[src/rtl/core/clte_pkg.sv]
// shared types and constants for the character display text buffer engine
// no dependencies; used by clte_dec_unit, clte_text_mem and the top level
`default_nettype none

package clte_pkg;

	localparam int MAG_W = 17;
	localparam int NUM_W = 18;
	localparam int DIG_CNT = 5;

	localparam logic [7:0] CH_SPACE = 8'h20;
	localparam logic [7:0] CH_ZERO  = 8'h30;
	localparam logic [7:0] CH_MINUS = 8'h2d;

	localparam logic [7:0] LCD_ROW0_ADDR = 8'h80;
	localparam logic [7:0] LCD_ROW1_ADDR = 8'hc0;
	localparam logic [7:0] LCD_HOME     = 8'h02;
	localparam logic [7:0] LCD_FUNC_SET = 8'h28;
	localparam logic [7:0] LCD_DISP_CLR = 8'h01;
	localparam logic [7:0] LCD_DISP_ON  = 8'h0c;
	localparam logic [7:0] LCD_ENTRY    = 8'h06;

	localparam logic [2:0] INIT_LAST_IDX  = 3'd4;
	localparam logic [2:0] INIT_CLEAR_IDX = 3'd2;

	localparam logic signed [NUM_W-1:0] NUM_MAX = 18'sd99999;
	localparam logic signed [NUM_W-1:0] NUM_MIN = -18'sd99999;

	typedef struct packed {
		logic       valid;
		logic       last_dig;
		logic [3:0] digit;
	} dig_t;

	function automatic logic [MAG_W-1:0] dec_weight(input logic [2:0] k);
		logic [MAG_W-1:0] w;
		case (k)
			3'd0: w = 17'd10000;
			3'd1: w = 17'd1000;
			3'd2: w = 17'd100;
			3'd3: w = 17'd10;
			default: w = 17'd1;
		endcase
		return w;
	endfunction

	function automatic logic [7:0] init_byte(input logic [2:0] idx);
		logic [7:0] b;
		case (idx)
			3'd0: b = LCD_HOME;
			3'd1: b = LCD_FUNC_SET;
			3'd2: b = LCD_DISP_CLR;
			3'd3: b = LCD_DISP_ON;
			default: b = LCD_ENTRY;
		endcase
		return b;
	endfunction

endpackage

`default_nettype wire

[src/rtl/core/clte_dec_unit.sv]
// shared compare and subtract unit that splits a magnitude into decimal digits
// one compare/subtract per cycle, most significant digit first; uses clte_pkg
`default_nettype none

module clte_dec_unit (
	input  wire logic                       clk,
	input  wire logic                       arst_n,
	input  wire logic                       start,
	input  wire logic [clte_pkg::MAG_W-1:0] mag,
	output clte_pkg::dig_t                  dig
);

	logic                       busy_q;
	logic [2:0]                 k_q;
	logic [clte_pkg::MAG_W-1:0] rem_q;
	logic [3:0]                 cnt_q;
	logic [clte_pkg::MAG_W-1:0] weight;
	logic                       ge;

	assign weight = clte_pkg::dec_weight(k_q);
	assign ge     = (rem_q >= weight);

	always_comb begin
		dig.valid    = busy_q && !ge;
		dig.last_dig = (k_q == 3'(clte_pkg::DIG_CNT - 1));
		dig.digit    = cnt_q;
	end

	always_ff @(posedge clk or negedge arst_n) begin
		if (!arst_n) begin
			busy_q <= 1'b0;
			k_q    <= '0;
			cnt_q  <= '0;
			rem_q  <= '0;
		end else if (start) begin
			busy_q <= 1'b1;
			k_q    <= '0;
			cnt_q  <= '0;
			rem_q  <= mag;
		end else if (busy_q) begin
			if (ge) begin
				rem_q <= rem_q - weight;
				cnt_q <= cnt_q + 4'd1;
			end else begin
				cnt_q <= '0;
				k_q   <= k_q + 3'd1;
				if (dig.last_dig) begin
					busy_q <= 1'b0;
				end
			end
		end
	end

	assert property (@(posedge clk) disable iff (!arst_n)
		dig.valid |-> (cnt_q <= 4'd9))
		else $error("decimal digit out of range");

	assert property (@(posedge clk) disable iff (!arst_n)
		(dig.valid && dig.last_dig) |=> !busy_q)
		else $error("digit unit still busy after last digit");

	assert property (@(posedge clk) disable iff (!arst_n)
		start |=> (busy_q && k_q == 3'd0))
		else $error("digit unit did not start");

endmodule

`default_nettype wire

[src/rtl/core/clte_text_mem.sv]
// character store: one write port, one registered read port, per-cell valid bits
// a cell that is not valid reads as a space; uses clte_pkg
`default_nettype none

module clte_text_mem #(
	parameter int COLUMNS = 16
) (
	input  wire logic                            clk,
	input  wire logic                            arst_n,
	input  wire logic                            wr_en,
	input  wire logic [$clog2(2*COLUMNS)-1:0]    wr_addr,
	input  wire logic [7:0]                      wr_data,
	input  wire logic [$clog2(2*COLUMNS)-1:0]    rd_addr,
	output logic      [7:0]                      rd_data,
	input  wire logic                            clr_row_en,
	input  wire logic                            clr_row,
	input  wire logic                            clr_all
);

	localparam int DEPTH = 2 * COLUMNS;

	logic [7:0]       mem [DEPTH];
	logic [DEPTH-1:0] valid_q;
	logic [7:0]       rd_data_q;

	always_ff @(posedge clk) begin
		if (wr_en) begin
			mem[wr_addr] <= wr_data;
		end
		rd_data_q <= valid_q[rd_addr] ? mem[rd_addr] : clte_pkg::CH_SPACE;
	end

	always_ff @(posedge clk or negedge arst_n) begin
		if (!arst_n) begin
			valid_q <= '0;
		end else begin
			if (clr_all) begin
				valid_q <= '0;
			end else if (clr_row_en) begin
				for (int i = 0; i < DEPTH; i++) begin
					if ((i >= COLUMNS) == clr_row) begin
						valid_q[i] <= 1'b0;
					end
				end
			end
			if (wr_en) begin
				valid_q[wr_addr] <= 1'b1;
			end
		end
	end

	assign rd_data = rd_data_q;

endmodule

`default_nettype wire

[src/rtl/core/char_lcd_text_buffer_engine.sv]
// top level of the character display text buffer engine: command sequencer,
// cursor, line swap and output word register; uses clte_pkg, clte_dec_unit,
// clte_text_mem
//
// usage: one command word enters on the s_ group (s_tuser = command code,
// s_tdata = row, col, char_code, number, clear_row_after). s_tready is high
// only while the sequencer is idle.
// put char, clear cell, clear line, clear all and swap finish in the accept
// cycle. print number of zero also finishes in the accept cycle; otherwise
// the digit unit does one compare/subtract per cycle, one per digit step.
// refresh emits 2 + 2*COLUMNS words on the m_ group, one per cycle when
// m_tready stays high: command 0x80, row 0, 0xC0, row 1. init emits five
// setup command words, display clear one. m_tuser is 1 for character data,
// m_tlast marks the final word of a command. a stalled m_tready holds the
// output word and the sequencer waits; the store is read through a registered
// port whose address holds while stalled.
// reset: store reads as spaces (per-cell valid bits clear at once), cursor at
// row 1 column 0, no output word pending; no clearing pass is needed.
`default_nettype none

module char_lcd_text_buffer_engine #(
	parameter int COLUMNS = 16
) (
	input  wire logic        clk,
	input  wire logic        arst_n,
	input  wire logic        s_tvalid,
	output logic             s_tready,
	// row[0], col[4:1], char_code[12:5], number[30:13], clear_row_after[32:31]
	input  wire logic [39:0] s_tdata,
	// cmd[3:0]
	input  wire logic [3:0]  s_tuser,
	output logic             m_tvalid,
	input  wire logic        m_tready,
	// bus_byte[7:0]
	output logic [7:0]       m_tdata,
	// is_data[0]
	output logic             m_tuser,
	output logic             m_tlast
);

	localparam int CW = $clog2(COLUMNS);
	localparam int AW = $clog2(2 * COLUMNS);
	localparam int MW = CW + 2;
	localparam logic [CW-1:0] COL_LAST = CW'(COLUMNS - 1);

	localparam logic [3:0] CMD_PUT   = 4'd0;
	localparam logic [3:0] CMD_NUM   = 4'd1;
	localparam logic [3:0] CMD_CELL  = 4'd2;
	localparam logic [3:0] CMD_LINE  = 4'd3;
	localparam logic [3:0] CMD_ALL   = 4'd4;
	localparam logic [3:0] CMD_SWAP  = 4'd5;
	localparam logic [3:0] CMD_REF   = 4'd6;
	localparam logic [3:0] CMD_INIT  = 4'd7;
	localparam logic [3:0] CMD_DCLR  = 4'd8;

	typedef enum logic [2:0] {
		ST_IDLE,
		ST_NUM,
		ST_REFH,
		ST_REFD,
		ST_CMDS
	} state_t;

	state_t state_q;

	logic                 in_row;
	logic [3:0]           in_col;
	logic [7:0]           in_char;
	logic signed [17:0]   in_num;
	logic [1:0]           in_cra;
	logic [3:0]           in_cmd;
	logic                 accept;

	logic                 cur_row_q;
	logic [CW-1:0]        cur_col_q;
	logic                 swap_q;
	logic                 seen_q;
	logic [2:0]           idx_q;
	logic                 single_q;
	logic                 ref_row_q;
	logic [CW-1:0]        ref_col_q;
	logic                 o_valid_q;
	logic [7:0]           o_byte_q;
	logic                 o_data_q;
	logic                 o_last_q;

	logic [MW-1:0]        col_ext;
	logic [CW-1:0]        col_mod;
	logic signed [17:0]   num_sat;
	logic                 num_neg;
	logic [clte_pkg::MAG_W-1:0] num_mag;

	logic                 eff_row;
	logic [CW-1:0]        eff_col;
	logic                 wr_en;
	logic                 wr_adv;
	logic [7:0]           wr_data;
	logic [AW-1:0]        wr_addr;
	logic                 adv_row;
	logic [CW-1:0]        adv_col;
	logic                 dec_start;
	clte_pkg::dig_t       dig;

	logic                 clr_row_en;
	logic                 clr_row;
	logic                 clr_all;

	logic                 out_go;
	logic [7:0]           out_byte;
	logic                 out_data;
	logic                 out_last;
	logic                 out_free;
	logic                 load;

	logic                 rd_row;
	logic [CW-1:0]        rd_col;
	logic [AW-1:0]        rd_addr;
	logic [7:0]           rd_data;

	function automatic logic [AW-1:0] cell_addr(input logic prow, input logic [CW-1:0] c);
		return prow ? (AW'(COLUMNS) + AW'(c)) : AW'(c);
	endfunction

	assign in_row  = s_tdata[0];
	assign in_col  = s_tdata[4:1];
	assign in_char = s_tdata[12:5];
	assign in_num  = s_tdata[30:13];
	assign in_cra  = s_tdata[32:31];
	assign in_cmd  = s_tuser;

	assign s_tready = (state_q == ST_IDLE);
	assign accept   = s_tvalid && s_tready;

	assign col_ext = MW'(in_col);
	assign col_mod = (col_ext >= MW'(COLUMNS)) ? CW'(col_ext - MW'(COLUMNS)) : CW'(col_ext);

	always_comb begin
		if (in_num > clte_pkg::NUM_MAX) begin
			num_sat = clte_pkg::NUM_MAX;
		end else if (in_num < clte_pkg::NUM_MIN) begin
			num_sat = clte_pkg::NUM_MIN;
		end else begin
			num_sat = in_num;
		end
		num_neg = num_sat[17];
		num_mag = num_neg ? clte_pkg::MAG_W'(-num_sat) : clte_pkg::MAG_W'(num_sat);
	end

	// cursor placement and store writes
	always_comb begin
		eff_row   = cur_row_q;
		eff_col   = cur_col_q;
		wr_en     = 1'b0;
		wr_adv    = 1'b0;
		wr_data   = clte_pkg::CH_SPACE;
		dec_start = 1'b0;
		if (accept && (in_cmd == CMD_PUT || in_cmd == CMD_NUM || in_cmd == CMD_CELL)) begin
			eff_row = in_row;
			eff_col = col_mod;
		end
		if (accept) begin
			case (in_cmd)
				CMD_PUT: begin
					wr_en   = 1'b1;
					wr_adv  = 1'b1;
					wr_data = in_char;
				end
				CMD_NUM: begin
					if (num_mag == '0) begin
						wr_en   = 1'b1;
						wr_adv  = 1'b1;
						wr_data = clte_pkg::CH_ZERO;
					end else begin
						dec_start = 1'b1;
						if (num_neg) begin
							wr_en   = 1'b1;
							wr_adv  = 1'b1;
							wr_data = clte_pkg::CH_MINUS;
						end
					end
				end
				CMD_CELL: begin
					wr_en = 1'b1;
				end
				default: begin
				end
			endcase
		end else if (state_q == ST_NUM && dig.valid && (dig.digit != 4'd0 || seen_q)) begin
			wr_en   = 1'b1;
			wr_adv  = 1'b1;
			wr_data = clte_pkg::CH_ZERO + {4'd0, dig.digit};
		end
		wr_addr = cell_addr(eff_row ^ swap_q, eff_col);
		if (eff_col == COL_LAST) begin
			adv_col = '0;
			adv_row = ~eff_row;
		end else begin
			adv_col = eff_col + CW'(1);
			adv_row = eff_row;
		end
	end

	always_comb begin
		clr_row_en = 1'b0;
		clr_row    = 1'b0;
		clr_all    = 1'b0;
		if (accept) begin
			case (in_cmd)
				CMD_LINE: begin
					clr_row_en = 1'b1;
					clr_row    = in_row ^ swap_q;
				end
				CMD_ALL, CMD_INIT: begin
					clr_all = 1'b1;
				end
				CMD_SWAP: begin
					clr_row_en = (in_cra[1] == 1'b0);
					clr_row    = in_cra[0] ^ ~swap_q;
				end
				default: begin
				end
			endcase
		end
	end

	// output word source and next store read address
	always_comb begin
		out_go   = 1'b0;
		out_byte = rd_data;
		out_data = 1'b0;
		out_last = 1'b0;
		case (state_q)
			ST_REFH: begin
				out_go   = 1'b1;
				out_byte = ref_row_q ? clte_pkg::LCD_ROW1_ADDR : clte_pkg::LCD_ROW0_ADDR;
			end
			ST_REFD: begin
				out_go   = 1'b1;
				out_data = 1'b1;
				out_last = ref_row_q && (ref_col_q == COL_LAST);
			end
			ST_CMDS: begin
				out_go   = 1'b1;
				out_byte = clte_pkg::init_byte(idx_q);
				out_last = single_q || (idx_q == clte_pkg::INIT_LAST_IDX);
			end
			default: begin
			end
		endcase
	end

	assign out_free = !o_valid_q || m_tready;
	assign load     = out_go && out_free;

	always_comb begin
		rd_row = ref_row_q;
		rd_col = ref_col_q;
		if (load && state_q == ST_REFH) begin
			rd_col = '0;
		end else if (load && state_q == ST_REFD && ref_col_q != COL_LAST) begin
			rd_col = ref_col_q + CW'(1);
		end
		rd_addr = cell_addr(rd_row ^ swap_q, rd_col);
	end

	clte_dec_unit u_dec (
		.clk    (clk),
		.arst_n (arst_n),
		.start  (dec_start),
		.mag    (num_mag),
		.dig    (dig)
	);

	clte_text_mem #(
		.COLUMNS (COLUMNS)
	) u_mem (
		.clk        (clk),
		.arst_n     (arst_n),
		.wr_en      (wr_en),
		.wr_addr    (wr_addr),
		.wr_data    (wr_data),
		.rd_addr    (rd_addr),
		.rd_data    (rd_data),
		.clr_row_en (clr_row_en),
		.clr_row    (clr_row),
		.clr_all    (clr_all)
	);

	always_ff @(posedge clk or negedge arst_n) begin
		if (!arst_n) begin
			state_q   <= ST_IDLE;
			cur_row_q <= 1'b1;
			cur_col_q <= '0;
			swap_q    <= 1'b0;
			seen_q    <= 1'b0;
			idx_q     <= '0;
			single_q  <= 1'b0;
			ref_row_q <= 1'b0;
			ref_col_q <= '0;
			o_valid_q <= 1'b0;
			o_byte_q  <= '0;
			o_data_q  <= 1'b0;
			o_last_q  <= 1'b0;
		end else begin
			if (wr_adv) begin
				cur_row_q <= adv_row;
				cur_col_q <= adv_col;
			end else if (wr_en || dec_start) begin
				cur_row_q <= eff_row;
				cur_col_q <= eff_col;
			end
			if (load) begin
				o_valid_q <= 1'b1;
				o_byte_q  <= out_byte;
				o_data_q  <= out_data;
				o_last_q  <= out_last;
			end else if (m_tready) begin
				o_valid_q <= 1'b0;
			end
			case (state_q)
				ST_IDLE: begin
					if (accept) begin
						case (in_cmd)
							CMD_NUM: begin
								seen_q <= 1'b0;
								if (dec_start) begin
									state_q <= ST_NUM;
								end
							end
							CMD_LINE: begin
								cur_row_q <= in_row;
							end
							CMD_ALL: begin
								cur_row_q <= 1'b1;
								cur_col_q <= '0;
							end
							CMD_SWAP: begin
								swap_q <= ~swap_q;
								if (in_cra[1] == 1'b0) begin
									cur_row_q <= in_cra[0];
								end
							end
							CMD_REF: begin
								state_q   <= ST_REFH;
								ref_row_q <= 1'b0;
								ref_col_q <= '0;
							end
							CMD_INIT: begin
								cur_row_q <= 1'b1;
								cur_col_q <= '0;
								state_q   <= ST_CMDS;
								idx_q     <= '0;
								single_q  <= 1'b0;
							end
							CMD_DCLR: begin
								state_q  <= ST_CMDS;
								idx_q    <= clte_pkg::INIT_CLEAR_IDX;
								single_q <= 1'b1;
							end
							default: begin
							end
						endcase
					end
				end
				ST_NUM: begin
					if (wr_en) begin
						seen_q <= 1'b1;
					end
					if (dig.valid && dig.last_dig) begin
						state_q <= ST_IDLE;
					end
				end
				ST_REFH: begin
					if (load) begin
						state_q   <= ST_REFD;
						ref_col_q <= '0;
					end
				end
				ST_REFD: begin
					if (load) begin
						if (ref_col_q == COL_LAST) begin
							if (ref_row_q) begin
								state_q <= ST_IDLE;
							end else begin
								state_q   <= ST_REFH;
								ref_row_q <= 1'b1;
							end
						end else begin
							ref_col_q <= ref_col_q + CW'(1);
						end
					end
				end
				ST_CMDS: begin
					if (load) begin
						if (out_last) begin
							state_q <= ST_IDLE;
						end else begin
							idx_q <= idx_q + 3'd1;
						end
					end
				end
				default: begin
					state_q <= ST_IDLE;
				end
			endcase
		end
	end

	assign m_tvalid = o_valid_q;
	assign m_tdata  = o_byte_q;
	assign m_tuser  = o_data_q;
	assign m_tlast  = o_last_q;

	assert property (@(posedge clk) disable iff (!arst_n)
		dig.valid |-> (state_q == ST_NUM))
		else $error("digit produced outside number printing");

	assert property (@(posedge clk) disable iff (!arst_n)
		(load && out_last) |=> (state_q == ST_IDLE))
		else $error("sequencer busy after last word");

	assert property (@(posedge clk) disable iff (!arst_n)
		(state_q == ST_REFD) |-> (ref_col_q <= COL_LAST))
		else $error("refresh column out of range");

	assert property (@(posedge clk) disable iff (!arst_n)
		(wr_en && clr_all) |-> 1'b0)
		else $error("store write during clear all");

endmodule

`default_nettype wire
[config.mk]
export PLATFORM = sky130hd
export DESIGN_NAME = char_lcd_text_buffer_engine
export DESIGN_NICKNAME = d
export VERILOG_FILES = /design/src/rtl/core/clte_pkg.sv /design/src/rtl/core/clte_dec_unit.sv /design/src/rtl/core/clte_text_mem.sv /design/src/rtl/core/char_lcd_text_buffer_engine.sv
export SDC_FILE = /design/constraint.sdc
export NUM_CORES = 1
export LEC_CHECK = 0
export ABC_CLOCK_PERIOD_IN_PS = 4500
export BUFFER_PORTS_ARGS = -buffer_cell sky130_fd_sc_hd__buf_2
export CAP_MARGIN = 20
export CORE_ASPECT_RATIO = 0.7
export CORE_MARGIN = 2
export CORE_UTILIZATION = 56
export DETAILED_ROUTE_END_ITERATION = 6
export MAX_ROUTING_LAYER = met4
export PLACE_DENSITY_LB_ADDON = 0.1
export SLEW_MARGIN = 10
export SYNTH_ARGS = -nofsm -noshare
export SYNTH_HDL_FRONTEND = slang
export SYNTH_SLANG_ARGS = --single-unit
[constraint.sdc]
create_clock -name clk -period 4.5 [get_ports clk]
set_clock_uncertainty 0.1 [all_clocks]
set_input_delay 0.675 -clock clk [delete_from_list [all_inputs] [get_ports clk]]
set_output_delay 0.675 -clock clk [all_outputs]
set_load 0.05 [all_outputs]
==> impl_metrics.tcl <==
set metrics [dict create \
    syn_area_sq_um 16910 \
    crit_fanout 13 \
    mostFrequentLayoutCells "256 x edfxtp_1, 238 x nand2_1, 135 x buf_4" \
    end_kind "register" \
    viasPerCell 6.257 \
    ant_nets 0 \
    async_flop_share 0.2479 \
    dp_hpwl_mm 31.24 \
    clock_sinks 351 \
    initial_utilization 0.5666 \
    core-area_sq_um 29840 \
    ys_ff_latch 351 \
    clkPwrFrac 0.236 \
    synth_edf_count 256 \
    placed_cells 2018 \
    gr-total-overflow 0 \
    clockBufferDepth 3 \
    grt_start_max_net_pins 58 \
    period_needed_ns 4.605 \
    dieArea_sq_um 31620 \
    drt-initial-drc-count 1526 \
    cap_violations 0 \
    die_w_um 211.7 \
    diodes 0 \
    finalWirelength_mm 47.01 \
    setup-violations-final 290 \
    fin_nets 1773 \
    powerDensity_nw_per_um2 597.8 \
    area_growth_pct 20.56 \
    p_leak_nw 7.413 \
    mostFrequentLayoutCell "edfxtp_1" \
    clk_latency_ns 0.53 \
    routedWlPerCell_um 22.34 \
    vdd_drop_max_mv 0.3083 \
    critPathArrivalTime_ns 4.70 \
    power.share.switching 0.3888 \
    post-route-period-util 1.023 \
    hold_path_class "input pin to async pin" \
    die_h_um 149.4 \
    r2r_slack_ns 0.38 \
    fin_ws_ns -0.1048 \
    p_seq_frac 0.336 \
    cp.required_ns 4.60 \
    worst_pin_slew_ns 0.8783 \
    power.internal_mw 7.448 \
    yosysWarnings 0 \
    synth_cell_types 87 \
    yosys-top-cells-area "edfxtp_1 45%, dfrtp_1 13%, nand2_1 5.4%, a211oi_1 3.5%, a311oi_1 3.1%" \
    syn_nets 1620 \
    status "complete, but fails checks" \
    rows 53 \
    combPwrFrac 0.428 \
    avgSynthCellArea_sq_um 10.98 \
    drv_slew 0 \
    netlist_instances 1540 \
    stdcell_count 2104 \
    crit_top_cell "nor2_4" \
    grt_pass1_wl_mm 71.17 \
    fmax_mhz 217.2 \
    path_cells "buf_6, or3_4, nor2_4, nor2_1, o21ai_1, a21oi_1, o31ai_1, ha_2, nor3_4, ha_4, nor2b_4, a41oi_2, xnor2_2, nor4_2, nand4_1, nor2_4, o21ai_2, a31oi_2, buf_6, nand2_2, buf_12, nor2_4" \
    first_pass_iters 5 \
    finalHoldViolCount 0 \
    violations "setup timing" \
    rsz0062_at_grt "true" \
    postCtsHoldBufs 0 \
    grt_usage 0.3074 \
    drc 0 \
    cp-start-kind "input pin" \
    drive_gt1_frac 0.2187 \
    maxSlewHeadroom 0.4105 \
    synth-seq-area-share 0.5929 \
    cts_max_level 2 \
    pre_cts_ws_ns -0.8061 \
    p_sw_mw 4.738 \
    worst_path_max_delay_cell "or3_4" \
    synth_top_area_share 0.4546 \
    vias 13170 \
    place.gp.congestion 0.9304 \
    top_level_ports 60 \
    grt_pass1_vias 12470 \
    tritoncts "built" \
    cts_buffers 35 \
    clkTransAtPathRegs_ns 0.06 \
    clock-root-buffer "clkbuf_16" \
    worst_path_largest_cell_delay_ns 0.39 \
    yosysTopAreaCell "edfxtp_1" \
    fillers 2197 \
    antenna_found_initial 1 \
    final_core_util 0.6831 \
    synth_flop_cell "edfxtp_1" \
    portBuffers 52 \
    path_class "input pin to register" \
]
[registers in the layout, indices dropped and copies added (netlist names), 3 cells and up]
name,flops
u_dec.rem_q,17
u_dec.k_q,3
state_q,3
u_mem.mem,256
idx_q,3
u_mem.valid_q,32
u_dec.cnt_q,4
ref_col_q,4
u_mem.rd_data,8
m_tdata,8
cur_col_q,4
[routing by layer]
| metal | routed length [um] | vias up | track usage |
|---|---|---|---|
| met1 | 21260 | 6433 | 0.4521 |
| met4 | 845 | 0 | 0.06549 |
| met5 | 0 | - | - |
| met2 | 20510 | 602 | 0.4462 |
| met3 | 4387 | 76 | 0.05874 |
| li1 | - | 6054 | - |
[final timing paths]
| path | startpoint | endpoint | depth (start not counted) |
|---|---|---|---|
| worst max-delay path | s_tdata[17] | u_mem.mem[26][5]$_DFFE_PP_ | 22 |
| min in group clk | u_mem.rd_data[4]$_SDFF_PN0_ | m_tdata[4]$_DFFE_PN0P_ | 1 |
| worst min-delay path | arst_n | u_dec.rem_q[13]$_DFFE_PN0P_ | 1 |
| max in group asynchronous | arst_n | cur_row_q$_DFF_PN1_ | 2 |
| worst max register to register | u_dec.k_q[0]$_DFFE_PN0P_ | u_mem.valid_q[20]$_DFF_PN0_ | 16 |
| worst min register to register | u_mem.rd_data[4]$_SDFF_PN0_ | m_tdata[4]$_DFFE_PN0P_ | 1 |
[synth_stat cells, types with 8 or more instances]
library cell  count
edfxtp_1        256
nand2_1         242
nor2_1          111
a21oi_1         100
dfrtp_1          86
a211oi_1         79
and2_1           63
o21ai_0          63
a311oi_1         59
clkbuf_1         57
nor3_1           34
ha_1             31
buf_2            28
inv_1            25
a31oi_1          24
xnor2_1          19
and3_1           18
nor4_1           18
and2_0           17
nand3_1          12
nor2b_1          11
or3_1            11
xor2_1           11
o21ai_1          10
nand2b_1          9
buf_1             8
dfxtp_1           8
mux2i_1           8
nand4_1           8
[logic make-up after synthesis]
group / synth area share
AND/OR/NAND/NOR: 0.1669
AO/OA/AOI/OAI: 0.1618
flip-flops: 0.5929
buffers and inverters: 0.03004
adder cells (fa/ha/maj): 0.02412
XOR/XNOR: 0.01554
multiplexers: 0.008732
[through the flow]
| step | TNS [ns] | hold slack, ns | power [mW] | area (sq um) |
|---|---|---|---|---|
| floorplan | -151.03 | 0.2794 | 7.456 | 17350 |
| global placement | -247.54 | 0.3337 | 9.033 | 18840 |
| detailed placement | -288.50 | 0.3417 | 9.106 | 18840 |
| CTS | 0 | 0.1456 | 11.99 | 20050 |
| global route | -75.96 | 0.1764 | 12.81 | 20380 |
| finish | -19.96 | 0.1085 | 12.19 | 20380 |
[critical path, delay by kind of cell]
| kind | cells | cell delay (ns) |
|---|---|---|
| buffers and inverters | 3 | 0.42 |
| adder cells (fa/ha/maj) | 2 | 0.55 |
| AO/OA/AOI/OAI | 6 | 0.83 |
| XOR/XNOR | 1 | 0.17 |
| AND/OR/NAND/NOR | 10 | 2.02 |
[power by group through the flow]
stage               Combinational, mW  Sequential (mW)  Clock [mW]
floorplan                        3.26             4.20           0
global placement                 4.89             4.14           0
detailed placement               4.96             4.15           0
CTS                              5.01             4.08        2.90
global route                     5.67             4.12        3.03
finish                           5.22             4.09        2.88
[area by class of cell]
class	instances	area, sq um	share of cell area
well taps	385	481.7	0.02363
clock inverters	15	126.4	0.006199
repair buffers	211	1748	0.08575
flip-flops and latches	351	10030	0.4918
clock buffers	48	987.2	0.04843
multi-input cells	1066	6910	0.3390
inverters	28	105.1	0.005156
[repair_timing]
item,4_1_cts,5_1_grt
gates cloned,0,4
pin swaps,7,30
setup buffers,9,10
setup endpoints to repair,271,421
resized for setup,6,48
Note: power is estimated with default switching activity, not from simulation.
